--- src/sv/mag_pkg.sv ---
`timescale 1ns / 1ps
package mag_pkg;

  // array size; index and count widths below are fixed to suit it
  localparam int MAX_MICS = 8;

  // counter width for microphone indices and the pair walk
  localparam int CNT_W      = 4;
  localparam int SQRT_STEPS = 22;
  localparam int DIV_STEPS  = 45;
  localparam int STEP_W     = 6;

  localparam logic [19:0] SPEED_RST = 20'd343000;
  localparam logic [19:0] RATE_RST  = 20'd48000;
  localparam logic [3:0]  COUNT_RST = 4'd2;

  localparam logic [23:0] DELAY_SAT = 24'hFFFFFF;
  localparam logic [22:0] ALIAS_SAT = 23'h7FFFFF;

  // register map
  typedef enum logic [1:0] {
    REG_MIC_COUNT   = 2'd0,
    REG_SOUND_SPEED = 2'd1,
    REG_SAMPLE_RATE = 2'd2
  } cfg_reg_t;

  localparam logic KIND_PAIR    = 1'b0;
  localparam logic KIND_SUMMARY = 1'b1;
  localparam logic STAT_OK      = 1'b0;
  localparam logic STAT_BAD     = 1'b1;

  typedef struct packed {
    logic [2:0]         mic_index;
    logic signed [19:0] pos_x;
    logic signed [19:0] pos_y;
    logic signed [19:0] pos_z;
    logic [7:0]         capture_channel;
    logic               run_after;
  } in_item_t;

  typedef struct packed {
    logic        result_kind;
    logic [2:0]  first_mic;
    logic [2:0]  second_mic;
    logic [20:0] pair_distance;
    logic [23:0] max_delay;
    logic [4:0]  pair_total;
    logic [20:0] min_spacing;
    logic [20:0] aperture;
    logic [22:0] alias_freq;
    logic        status;
    logic        last;
  } out_item_t;

  typedef enum logic [4:0] {
    S_IDLE, S_CHK_FIRST, S_CHK_RD, S_CHK_SQ, S_CHK_TEST, S_INV,
    S_CAL_FIRST, S_CAL_RD, S_CAL_SQ, S_SQRT_INIT, S_SQRT, S_MUL,
    S_DLY_INIT, S_DLY_DIV, S_PAIR_OUT, S_CAL_NEXT, S_ALS_INIT,
    S_ALS_DIV, S_SUM_OUT
  } state_t;

  typedef enum logic [3:0] {
    OP_NONE, OP_FIRST, OP_NEXT, OP_SQ_CLR, OP_SQ, OP_SQRT_INIT,
    OP_SQRT_STEP, OP_MUL, OP_DIV_INIT, OP_DIV_STEP, OP_LOAD_PAIR,
    OP_LOAD_SUM, OP_LOAD_INV
  } dp_op_t;

  typedef struct packed {
    dp_op_t op;
    logic   div_alias;
    logic   store;
  } dp_cmd_t;

  typedef struct packed {
    logic cfg_bad;
    logic pair_bad;
    logic pair_last;
    logic sq_done;
    logic sqrt_done;
    logic div_done;
    logic out_free;
  } dp_sts_t;

endpackage

--- src/sv/mag_ctrl.sv ---
`timescale 1ns / 1ps
module mag_ctrl (
  input  logic            clk,
  input  logic            rst_n,
  input  logic            in_valid,
  input  logic            in_run,
  output logic            in_ready,
  input  mag_pkg::dp_sts_t sts,
  output mag_pkg::dp_cmd_t cmd
);
  import mag_pkg::*;

  state_t state_r, state_nxt;

  always_ff @(posedge clk) begin
    if (!rst_n) begin
      state_r <= S_IDLE;
    end else begin
      state_r <= state_nxt;
    end
  end

  // next state
  always_comb begin
    state_nxt = state_r;
    case (state_r)
      S_IDLE: begin
        if (in_valid && in_run) begin
          state_nxt = sts.cfg_bad ? S_INV : S_CHK_FIRST;
        end
      end
      S_CHK_FIRST: state_nxt = S_CHK_RD;
      S_CHK_RD:    state_nxt = S_CHK_SQ;
      S_CHK_SQ:    if (sts.sq_done) state_nxt = S_CHK_TEST;
      S_CHK_TEST: begin
        if (sts.pair_bad)       state_nxt = S_INV;
        else if (sts.pair_last) state_nxt = S_CAL_FIRST;
        else                    state_nxt = S_CHK_RD;
      end
      S_INV:       if (sts.out_free) state_nxt = S_IDLE;
      S_CAL_FIRST: state_nxt = S_CAL_RD;
      S_CAL_RD:    state_nxt = S_CAL_SQ;
      S_CAL_SQ:    if (sts.sq_done) state_nxt = S_SQRT_INIT;
      S_SQRT_INIT: state_nxt = S_SQRT;
      S_SQRT:      if (sts.sqrt_done) state_nxt = S_MUL;
      S_MUL:       state_nxt = S_DLY_INIT;
      S_DLY_INIT:  state_nxt = S_DLY_DIV;
      S_DLY_DIV:   if (sts.div_done) state_nxt = S_PAIR_OUT;
      S_PAIR_OUT: begin
        if (sts.out_free) state_nxt = sts.pair_last ? S_ALS_INIT : S_CAL_NEXT;
      end
      S_CAL_NEXT:  state_nxt = S_CAL_RD;
      S_ALS_INIT:  state_nxt = S_ALS_DIV;
      S_ALS_DIV:   if (sts.div_done) state_nxt = S_SUM_OUT;
      S_SUM_OUT:   if (sts.out_free) state_nxt = S_IDLE;
      default:     state_nxt = S_IDLE;
    endcase
  end

  // datapath commands
  always_comb begin
    cmd           = '0;
    cmd.op        = OP_NONE;
    in_ready      = 1'b0;
    case (state_r)
      S_IDLE: begin
        in_ready  = 1'b1;
        cmd.store = in_valid;
      end
      S_CHK_FIRST, S_CAL_FIRST: cmd.op = OP_FIRST;
      S_CHK_RD, S_CAL_RD:       cmd.op = OP_SQ_CLR;
      S_CHK_SQ, S_CAL_SQ:       cmd.op = OP_SQ;
      S_CHK_TEST: begin
        if (!sts.pair_bad && !sts.pair_last) cmd.op = OP_NEXT;
      end
      S_INV:       if (sts.out_free) cmd.op = OP_LOAD_INV;
      S_SQRT_INIT: cmd.op = OP_SQRT_INIT;
      S_SQRT:      cmd.op = OP_SQRT_STEP;
      S_MUL:       cmd.op = OP_MUL;
      S_DLY_INIT:  cmd.op = OP_DIV_INIT;
      S_DLY_DIV, S_ALS_DIV: cmd.op = OP_DIV_STEP;
      S_PAIR_OUT:  if (sts.out_free) cmd.op = OP_LOAD_PAIR;
      S_CAL_NEXT:  cmd.op = OP_NEXT;
      S_ALS_INIT: begin
        cmd.op        = OP_DIV_INIT;
        cmd.div_alias = 1'b1;
      end
      S_SUM_OUT:   if (sts.out_free) cmd.op = OP_LOAD_SUM;
      default:     cmd.op = OP_NONE;
    endcase
  end

endmodule

--- src/sv/mag_datapath.sv ---
`timescale 1ns / 1ps
module mag_datapath (
  input  logic              clk,
  input  logic              rst_n,
  input  mag_pkg::in_item_t in_data,
  input  logic              cfg_we,
  input  logic [1:0]        cfg_addr,
  input  logic [19:0]       cfg_wdata,
  input  mag_pkg::dp_cmd_t  cmd,
  output mag_pkg::dp_sts_t  sts,
  output logic              out_valid,
  input  logic              out_ready,
  output mag_pkg::out_item_t out_data
);
  import mag_pkg::*;

  localparam int MI_W = (MAX_MICS > 1) ? $clog2(MAX_MICS) : 1;
  localparam logic [CNT_W:0] MAX_CNT = (CNT_W+1)'(MAX_MICS);
  localparam int WORD_W = 68;

  // configuration
  logic [3:0]  mic_count_r;
  logic [19:0] sound_speed_r, sample_rate_r;

  always_ff @(posedge clk) begin
    if (!rst_n) begin
      mic_count_r   <= COUNT_RST;
      sound_speed_r <= SPEED_RST;
      sample_rate_r <= RATE_RST;
    end else if (cfg_we) begin
      case (cfg_addr)
        REG_MIC_COUNT:   mic_count_r   <= cfg_wdata[3:0];
        REG_SOUND_SPEED: sound_speed_r <= cfg_wdata;
        REG_SAMPLE_RATE: sample_rate_r <= cfg_wdata;
        default: ;
      endcase
    end
  end

  // microphone store, two registered read ports
  logic [WORD_W-1:0] mem [MAX_MICS];
  logic [WORD_W-1:0] rd_a_r, rd_b_r;
  logic [CNT_W-1:0]  i_r, j_r;
  logic [CNT_W-1:0]  wr_idx;

  assign wr_idx = CNT_W'(in_data.mic_index);

  always_ff @(posedge clk) begin
    if (cmd.store && ({1'b0, wr_idx} < MAX_CNT)) begin
      mem[wr_idx[MI_W-1:0]] <= {in_data.pos_x, in_data.pos_y, in_data.pos_z,
                                in_data.capture_channel};
    end
    rd_a_r <= mem[i_r[MI_W-1:0]];
    rd_b_r <= mem[j_r[MI_W-1:0]];
  end

  // pair walk
  logic pair_last;
  assign pair_last = (j_r == mic_count_r - 4'd1) && (i_r == mic_count_r - 4'd2);

  always_ff @(posedge clk) begin
    if (!rst_n) begin
      i_r <= '0;
      j_r <= '0;
    end else if (cmd.op == OP_FIRST) begin
      i_r <= '0;
      j_r <= CNT_W'(1);
    end else if (cmd.op == OP_NEXT) begin
      if (j_r == mic_count_r - 4'd1) begin
        i_r <= i_r + 4'd1;
        j_r <= i_r + 4'd2;
      end else begin
        j_r <= j_r + 4'd1;
      end
    end
  end

  // shared step counter
  logic [STEP_W-1:0] step_r;
  always_ff @(posedge clk) begin
    if (!rst_n) begin
      step_r <= '0;
    end else begin
      case (cmd.op)
        OP_SQ_CLR, OP_SQRT_INIT, OP_DIV_INIT:  step_r <= '0;
        OP_SQ, OP_SQRT_STEP, OP_DIV_STEP:      step_r <= step_r + 1'b1;
        default: ;
      endcase
    end
  end

  // squared distance: one axis a cycle through one multiplier
  logic signed [20:0] dx, dy, dz, dsel;
  logic signed [41:0] sq;
  logic [43:0]        acc_r;

  assign dx = 21'(signed'(rd_b_r[67:48])) - 21'(signed'(rd_a_r[67:48]));
  assign dy = 21'(signed'(rd_b_r[47:28])) - 21'(signed'(rd_a_r[47:28]));
  assign dz = 21'(signed'(rd_b_r[27:8]))  - 21'(signed'(rd_a_r[27:8]));

  always_comb begin
    case (step_r[1:0])
      2'd0:    dsel = dx;
      2'd1:    dsel = dy;
      default: dsel = dz;
    endcase
  end
  assign sq = dsel * dsel;

  always_ff @(posedge clk) begin
    if (cmd.op == OP_SQ_CLR) begin
      acc_r <= '0;
    end else if (cmd.op == OP_SQ) begin
      acc_r <= acc_r + {2'b00, sq};
    end
  end

  // integer square root, one result bit a cycle
  logic [43:0] sv_r;
  logic [24:0] srem_r, srem_sh, strial;
  logic [21:0] root_r;
  logic        sge;

  assign srem_sh = {srem_r[22:0], sv_r[43:42]};
  assign strial  = {1'b0, root_r, 2'b01};
  assign sge     = srem_sh >= strial;

  always_ff @(posedge clk) begin
    if (cmd.op == OP_SQRT_INIT) begin
      sv_r   <= acc_r;
      srem_r <= '0;
      root_r <= '0;
    end else if (cmd.op == OP_SQRT_STEP) begin
      sv_r   <= {sv_r[41:0], 2'b00};
      srem_r <= sge ? (srem_sh - strial) : srem_sh;
      root_r <= {root_r[20:0], sge};
    end
  end

  // delay product
  logic [40:0] prod_r;
  always_ff @(posedge clk) begin
    if (cmd.op == OP_MUL) begin
      prod_r <= root_r[20:0] * sample_rate_r;
    end
  end

  // restoring divider, one quotient bit a cycle, shared by delay and alias
  logic [44:0] nq_r;
  logic [20:0] den_r, drem_r;
  logic [21:0] drem_sh;
  logic        dge;
  logic [20:0] mn_r, mx_r;

  assign drem_sh = {drem_r, nq_r[44]};
  assign dge     = drem_sh >= {1'b0, den_r};

  always_ff @(posedge clk) begin
    if (cmd.op == OP_DIV_INIT) begin
      drem_r <= '0;
      if (cmd.div_alias) begin
        nq_r  <= {22'd0, sound_speed_r, 3'b000};
        den_r <= mn_r;
      end else begin
        nq_r  <= {prod_r, 4'b0000};
        den_r <= {1'b0, sound_speed_r};
      end
    end else if (cmd.op == OP_DIV_STEP) begin
      drem_r <= dge ? 21'(drem_sh - {1'b0, den_r}) : drem_sh[20:0];
      nq_r   <= {nq_r[43:0], dge};
    end
  end

  // run statistics and kept spacing, latched as the summary division starts
  logic [5:0]  k_r;
  logic [20:0] least_r, greatest_r;
  logic [20:0] pair_dist;
  assign pair_dist = root_r[20:0];

  always_ff @(posedge clk) begin
    if (!rst_n) begin
      least_r    <= '0;
      greatest_r <= '0;
    end else if (cmd.op == OP_DIV_INIT && cmd.div_alias) begin
      least_r    <= mn_r;
      greatest_r <= mx_r;
    end
  end

  always_ff @(posedge clk) begin
    if (cmd.op == OP_FIRST) begin
      k_r <= '0;
    end else if (cmd.op == OP_LOAD_PAIR) begin
      k_r <= k_r + 6'd1;
      if (k_r == '0 || pair_dist < mn_r) mn_r <= pair_dist;
      if (k_r == '0 || pair_dist > mx_r) mx_r <= pair_dist;
    end
  end

  // result register
  logic       out_valid_r;
  out_item_t  out_r;

  always_ff @(posedge clk) begin
    if (!rst_n) begin
      out_valid_r <= 1'b0;
    end else if (cmd.op == OP_LOAD_PAIR || cmd.op == OP_LOAD_SUM ||
                 cmd.op == OP_LOAD_INV) begin
      out_valid_r <= 1'b1;
    end else if (out_ready) begin
      out_valid_r <= 1'b0;
    end
  end

  always_ff @(posedge clk) begin
    case (cmd.op)
      OP_LOAD_PAIR: begin
        out_r               <= '0;
        out_r.result_kind   <= KIND_PAIR;
        out_r.first_mic     <= i_r[2:0];
        out_r.second_mic    <= j_r[2:0];
        out_r.pair_distance <= pair_dist;
        out_r.max_delay     <= (|nq_r[44:24]) ? DELAY_SAT : nq_r[23:0];
        out_r.status        <= STAT_OK;
      end
      OP_LOAD_SUM: begin
        out_r             <= '0;
        out_r.result_kind <= KIND_SUMMARY;
        out_r.pair_total  <= k_r[4:0];
        out_r.min_spacing <= least_r;
        out_r.aperture    <= greatest_r;
        out_r.alias_freq  <= (|nq_r[44:23]) ? ALIAS_SAT : nq_r[22:0];
        out_r.status      <= STAT_OK;
        out_r.last        <= 1'b1;
      end
      OP_LOAD_INV: begin
        out_r             <= '0;
        out_r.result_kind <= KIND_SUMMARY;
        out_r.status      <= STAT_BAD;
        out_r.last        <= 1'b1;
      end
      default: ;
    endcase
  end

  assign out_valid = out_valid_r;
  assign out_data  = out_r;

  // status to the controller
  assign sts.cfg_bad   = (mic_count_r < 4'd2) || ({1'b0, mic_count_r} > MAX_CNT) ||
                         (sound_speed_r == '0);
  assign sts.pair_bad  = (rd_a_r[7:0] == rd_b_r[7:0]) || (acc_r == '0);
  assign sts.pair_last = pair_last;
  assign sts.sq_done   = step_r == STEP_W'(2);
  assign sts.sqrt_done = step_r == STEP_W'(SQRT_STEPS - 1);
  assign sts.div_done  = step_r == STEP_W'(DIV_STEPS - 1);
  assign sts.out_free  = !out_valid_r || out_ready;

endmodule

--- src/sv/mic_array_geometry_check.sv ---
`timescale 1ns / 1ps
// Microphone array geometry check. Each input transaction loads one microphone
// (position in 1/16 mm and capture channel) into its slot; a transaction with
// run_after set then checks microphones 0 to mic_count-1. A shared channel or
// two coincident microphones, a bad count or a zero sound speed give a single
// invalid result. Otherwise one result per pair (i < j, index order) carries
// the distance and the largest delay in 1/256 samples, followed by a summary
// with pair count, minimum spacing, aperture and aliasing frequency. Input is
// taken when idle; a run makes a check pass over the pairs, then per pair a
// squared distance on one multiplier, a bit-serial square root and a
// bit-serial divider, and one more division for the summary. Input is held
// off during a run.
module mic_array_geometry_check (
  input  logic               clk,
  input  logic               rst_n,
  input  logic               in_valid,
  output logic               in_ready,
  input  mag_pkg::in_item_t  in_data,
  output logic               out_valid,
  input  logic               out_ready,
  output mag_pkg::out_item_t out_data,
  input  logic               cfg_we,
  input  logic [1:0]         cfg_addr,
  input  logic [19:0]        cfg_wdata
);
  import mag_pkg::*;

  dp_cmd_t cmd;
  dp_sts_t sts;

  mag_ctrl u_ctrl (
    .clk      (clk),
    .rst_n    (rst_n),
    .in_valid (in_valid),
    .in_run   (in_data.run_after),
    .in_ready (in_ready),
    .sts      (sts),
    .cmd      (cmd)
  );

  mag_datapath u_dp (
    .clk       (clk),
    .rst_n     (rst_n),
    .in_data   (in_data),
    .cfg_we    (cfg_we),
    .cfg_addr  (cfg_addr),
    .cfg_wdata (cfg_wdata),
    .cmd       (cmd),
    .sts       (sts),
    .out_valid (out_valid),
    .out_ready (out_ready),
    .out_data  (out_data)
  );

endmodule

--- config.mk ---
export PLATFORM = sky130hd
export DESIGN_NAME = mic_array_geometry_check
export DESIGN_NICKNAME = d
export VERILOG_FILES = /design/src/sv/mag_pkg.sv /design/src/sv/mag_ctrl.sv /design/src/sv/mag_datapath.sv /design/src/sv/mic_array_geometry_check.sv
export SDC_FILE = /design/constraint.sdc
export NUM_CORES = 2
export LEC_CHECK = 0
export BUFFER_PORTS_ARGS = -buffer_cell sky130_fd_sc_hd__buf_2
export CAP_MARGIN = 20
export CORE_ASPECT_RATIO = 1.4
export CORE_UTILIZATION = 64
export CTS_CLUSTER_DIAMETER = 150
export CTS_CLUSTER_SIZE = 12
export DETAILED_ROUTE_END_ITERATION = 8
export GPL_ROUTABILITY_DRIVEN = 0
export GPL_TIMING_DRIVEN = 0
export HOLD_SLACK_MARGIN = 0.02
export PLACE_DENSITY = 0.81
export REMOVE_ABC_BUFFERS = 1
export SYNTH_ARGS = -nofsm -noshare
export SYNTH_HDL_FRONTEND = slang
export SYNTH_SLANG_ARGS = --single-unit
--- constraint.sdc ---
create_clock -name clk -period 13.6 [get_ports clk]
set_clock_uncertainty 0.15 [all_clocks]
set_input_delay 1.36 -clock clk [delete_from_list [all_inputs] [get_ports clk]]
set_output_delay 1.36 -clock clk [all_outputs]
set_load 0.005 [all_outputs]
==> flow_summary.rst <==
.. list-table::
   :header-rows: 1

   * - Metric
     - Value
   * - HP Class
     - reg -> reg
   * - CTS H-tree lvls
     - 3
   * - Startpoint class of the critical path
     - flip-flop
   * - Ys flop type
     - edfxtp_1
   * - Fmax achieved
     - 76.36 MHz
   * - Required time of the critical path
     - 14.14 ns
   * - Area delta synth->final
     - 8.838%
   * - Worst hold slack
     - 0.3076 ns
   * - DP Wirelength
     - 150.0 mm
   * - Vias in the first global route
     - 62,050
   * - Overall die width
     - 309.3 µm
   * - CTS tree
     - yes
   * - Drt first pass iters
     - 6
   * - Routed wire length per instance
     - 22.52 µm
   * - Overall via count from detail_route
     - 58,340
   * - Effective utilization at floorplan
     - 0.6458
   * - Number of clock buffers inserted by TritonCTS
     - 111
   * - Worst hold path cell count
     - 2
   * - Clock transition at the registers of the reported paths
     - 0.06 ns
   * - Post-CTS Setup Inserts
     - 0
   * - Clock latency on the worst-skew pair
     - 0.80 ns
   * - Run status
     - complete, no violations
   * - Wire length of the first global-routing pass
     - 330.8 mm
   * - Worst slew pin tran
     - 1.202 ns
   * - Die outline height
     - 432.2 µm
   * - Crit-path most repeated cell
     - fa_1
   * - Synthesized area per cell
     - 11.31 µm²
   * - CP max stage cell
     - nor3_2
   * - Most frequently used cell type in the post-synthesis netlist
     - inv_1
   * - Data arrival, critical path
     - 13.63 ns
   * - Peak fanout along the critical path
     - 15
   * - Top cells by count, synth
     - inv_1 (1,076), nand2_1 (1,043), edfxtp_1 (860)
   * - Number of core rows
     - 157
   * - Distinct cell type count of the synthesized netlist
     - 92
   * - Core area
     - 0.1310 mm²
   * - Syn Std Cell Area
     - 0.08462 mm²
   * - Count of maximum capacitance violations
     - 0
   * - Post-Syn Instances
     - 7,483
   * - Antenna violations before repair
     - 22
   * - Clock Path Buffers
     - 3
   * - Unrepaired setup endpoints after global routing
     - no
   * - Post-Place Worst Slack
     - 0.6017 ns
   * - Total routing usage reported by global routing
     - 0.3222
   * - Smallest setup slack after layout
     - 0.5038 ns
   * - DR vias/cell
     - 6.180
   * - Total overflow reported by the global router
     - 0
   * - Share of cells above drive strength 1
     - 0.1239
   * - DRC errors left
     - 0
   * - Total die area
     - 0.1337 mm²
   * - Clock tree root driver cell
     - clkbuf_16
   * - Clock sinks
     - 1,218
   * - Total wire length after detailed routing
     - 212.6 mm
   * - Number of primary I/O pins
     - 225
   * - Final slew viol count
     - 0
   * - Cell accounting for the most synthesized area
     - edfxtp_1
   * - Number of failing setup endpoints in the final timing report
     - 0
   * - Total negative slack for setup checks
     - 0 ns
   * - Cell count of the worst reg-to-reg path
     - 42
   * - Count of final hold-check violations
     - 0
   * - Delay of the slowest cell on the worst path
     - 0.93 ns
   * - Max transition margin
     - 0.1977
   * - Count of input and output buffers
     - 224
   * - Maximum number of pins on one net before global-route repair
     - 101
   * - Nature of the critical path endpoint
     - flip-flop
   * - Proportion of netlist area held by the largest area contributor
     - 0.3052
   * - Top cells by area, synth
     - edfxtp_1 (31%), fa_1 (18%), dfxtp_1 (8.5%)
   * - Sequential fraction of the synthesis area
     - 0.3899
   * - Synthesis warning total
     - 0
   * - Net count reported at finish
     - 8,924
   * - Number of filler instances in the final layout
     - 8,663
   * - Shortest clock period the worst path allows after layout
     - 13.10 ns
   * - Setup CP Type
     - reg -> reg
   * - Count of flip-flops with a built-in enable after synthesis
     - 860
   * - Antenna viol nets, final
     - 0
   * - Share of the clock period used by the worst path after layout
     - 0.9630
   * - Starting DRT DRC Count
     - 5,376
   * - Async SR Flop Fraction
     - 0
   * - Number of flip-flops and latches in the synthesized netlist
     - 1,218
[final cells by class]
class                      instances  area [µm²]  share of cell area
clock inverter                     7       180.2            0.001956
sequential                      1218       33030              0.3586
timing repair buffer             326        3007             0.03265
inverter                        1084        4069             0.04418
clock buffer                     203        3154             0.03425
antenna                            7       17.52           0.0001902
tap                             1749        2188             0.02376
multi-input combinational       4846       46450              0.5044
[stage by stage]
step / area [µm²] / cells / utilization
6_report: 92100 / 9440 / 0.7029
2_1_floorplan: 83330 / 7148 / -
3_3_place_gp: 86640 / 9121 / 0.6613
3_5_place_dp: 88560 / 9215 / 0.6759
4_1_cts: 91890 / 9425 / 0.7013
5_1_grt: 92090 / 9438 / 0.7029
[state kept, by name (all words and copies together), names as in the netlist, 5 cells and up]
register / cells
u_ctrl.state_r: 5
u_dp.acc_r: 44
u_dp.den_r: 21
u_dp.drem_r: 21
u_dp.greatest_r: 21
u_dp.k_r: 6
u_dp.least_r: 21
u_dp.mem: 544
u_dp.mn_r: 21
u_dp.mx_r: 21
u_dp.nq_r: 45
u_dp.out_data: 123
u_dp.prod_r: 41
u_dp.rd_a_r: 68
u_dp.rd_b_r: 68
u_dp.root_r: 22
u_dp.sample_rate_r: 20
u_dp.sound_speed_r: 20
u_dp.srem_r: 23
u_dp.step_r: 6
u_dp.sv_r: 44
[critical path, delay by kind of cell (launching register included)]
family,cells,cell delay (ns)
compound gates,18,4.93
mux,1,0.20
buf+inv,6,0.81
simple gates,4,1.38
fa+ha+maj,11,4.74
flops,1,0.30
xor+xnor,2,0.41
[final timing paths]
path | startpoint | endpoint | slack, ns
worst max-delay path | u_dp.rd_b_r[48] | u_dp.acc_r[43] | 0.50
worst min-delay path | u_dp.greatest_r[13] | u_dp.greatest_r[13] | 0.31
worst max register to register | u_dp.rd_b_r[48] | u_dp.acc_r[43] | 0.50
worst min register to register | u_dp.greatest_r[13] | u_dp.greatest_r[13] | 0.31
[cell families (layout without fill, tap and decap cells)]
kind of cell | after synthesis | count (layout) | synth area share
XOR/XNOR | 227 | 227 | 0.02358
buffers and inverters | 1419 | 1620 | 0.06329
flip-flops | 1218 | 1218 | 0.3899
AND/OR/NAND/NOR | 2007 | 2007 | 0.1075
other | 0 | 7 | 0
AO/OA/AOI/OAI | 938 | 938 | 0.07173
adder cells (fa/ha/maj) | 1238 | 1238 | 0.2502
multiplexers | 436 | 436 | 0.09380
[repair_timing]
| item | in CTS | in global routing |
|---|---|---|
| hold buffers | 0 | 0 |
| setup endpoints to repair | 0 | 3 |
| gates resized for setup | 0 | 2 |
[per-layer routing]
metal  global-route usage  up-vias  part of all wire
met4               0.1928       24             0.065
li1                     -    25440                 -
met3              0.06497      881             0.083
met1               0.3548    29180              0.33
met2               0.5709     2804              0.52
met5                    0        -           0.00074
[cell usage in the layout, fill, tap and decap left out, types with 24 or more instances in the layout]
cell / Yosys / layout
dfxtp_1: 358 / 342
nor3_1: 43 / 38
nand2b_1: 51 / 51
edfxtp_1: 860 / 860
o21a_1: 69 / 69
clkbuf_16: 0 / 112
a21boi_0: 71 / 71
a21oi_1: 257 / 256
buf_16: 0 / 31
a31oi_1: 46 / 45
nor4_1: 34 / 30
inv_1: 1076 / 1073
nand2_1: 1043 / 1041
a211oi_1: 32 / 32
nor2b_1: 45 / 45
and3_1: 25 / 24
nand4_1: 37 / 37
mux2i_1: 28 / 28
mux4_2: 272 / 272
and2_1: 257 / 256
a21o_1: 103 / 103
fa_1: 757 / 757
ha_1: 481 / 481
nor2_1: 312 / 304
mux2_2: 136 / 136
buf_6: 1 / 27
nand3_1: 77 / 77
buf_12: 0 / 24
xnor2_1: 134 / 134
o21ai_0: 176 / 176
xor2_1: 92 / 92
buf_2: 11 / 224
clkbuf_1: 276 / 90
o22ai_1: 25 / 25
Power is left out: the tool's default activity adds up to more than one toggle a clock period on the data nets, which glitch-free logic cannot reach.
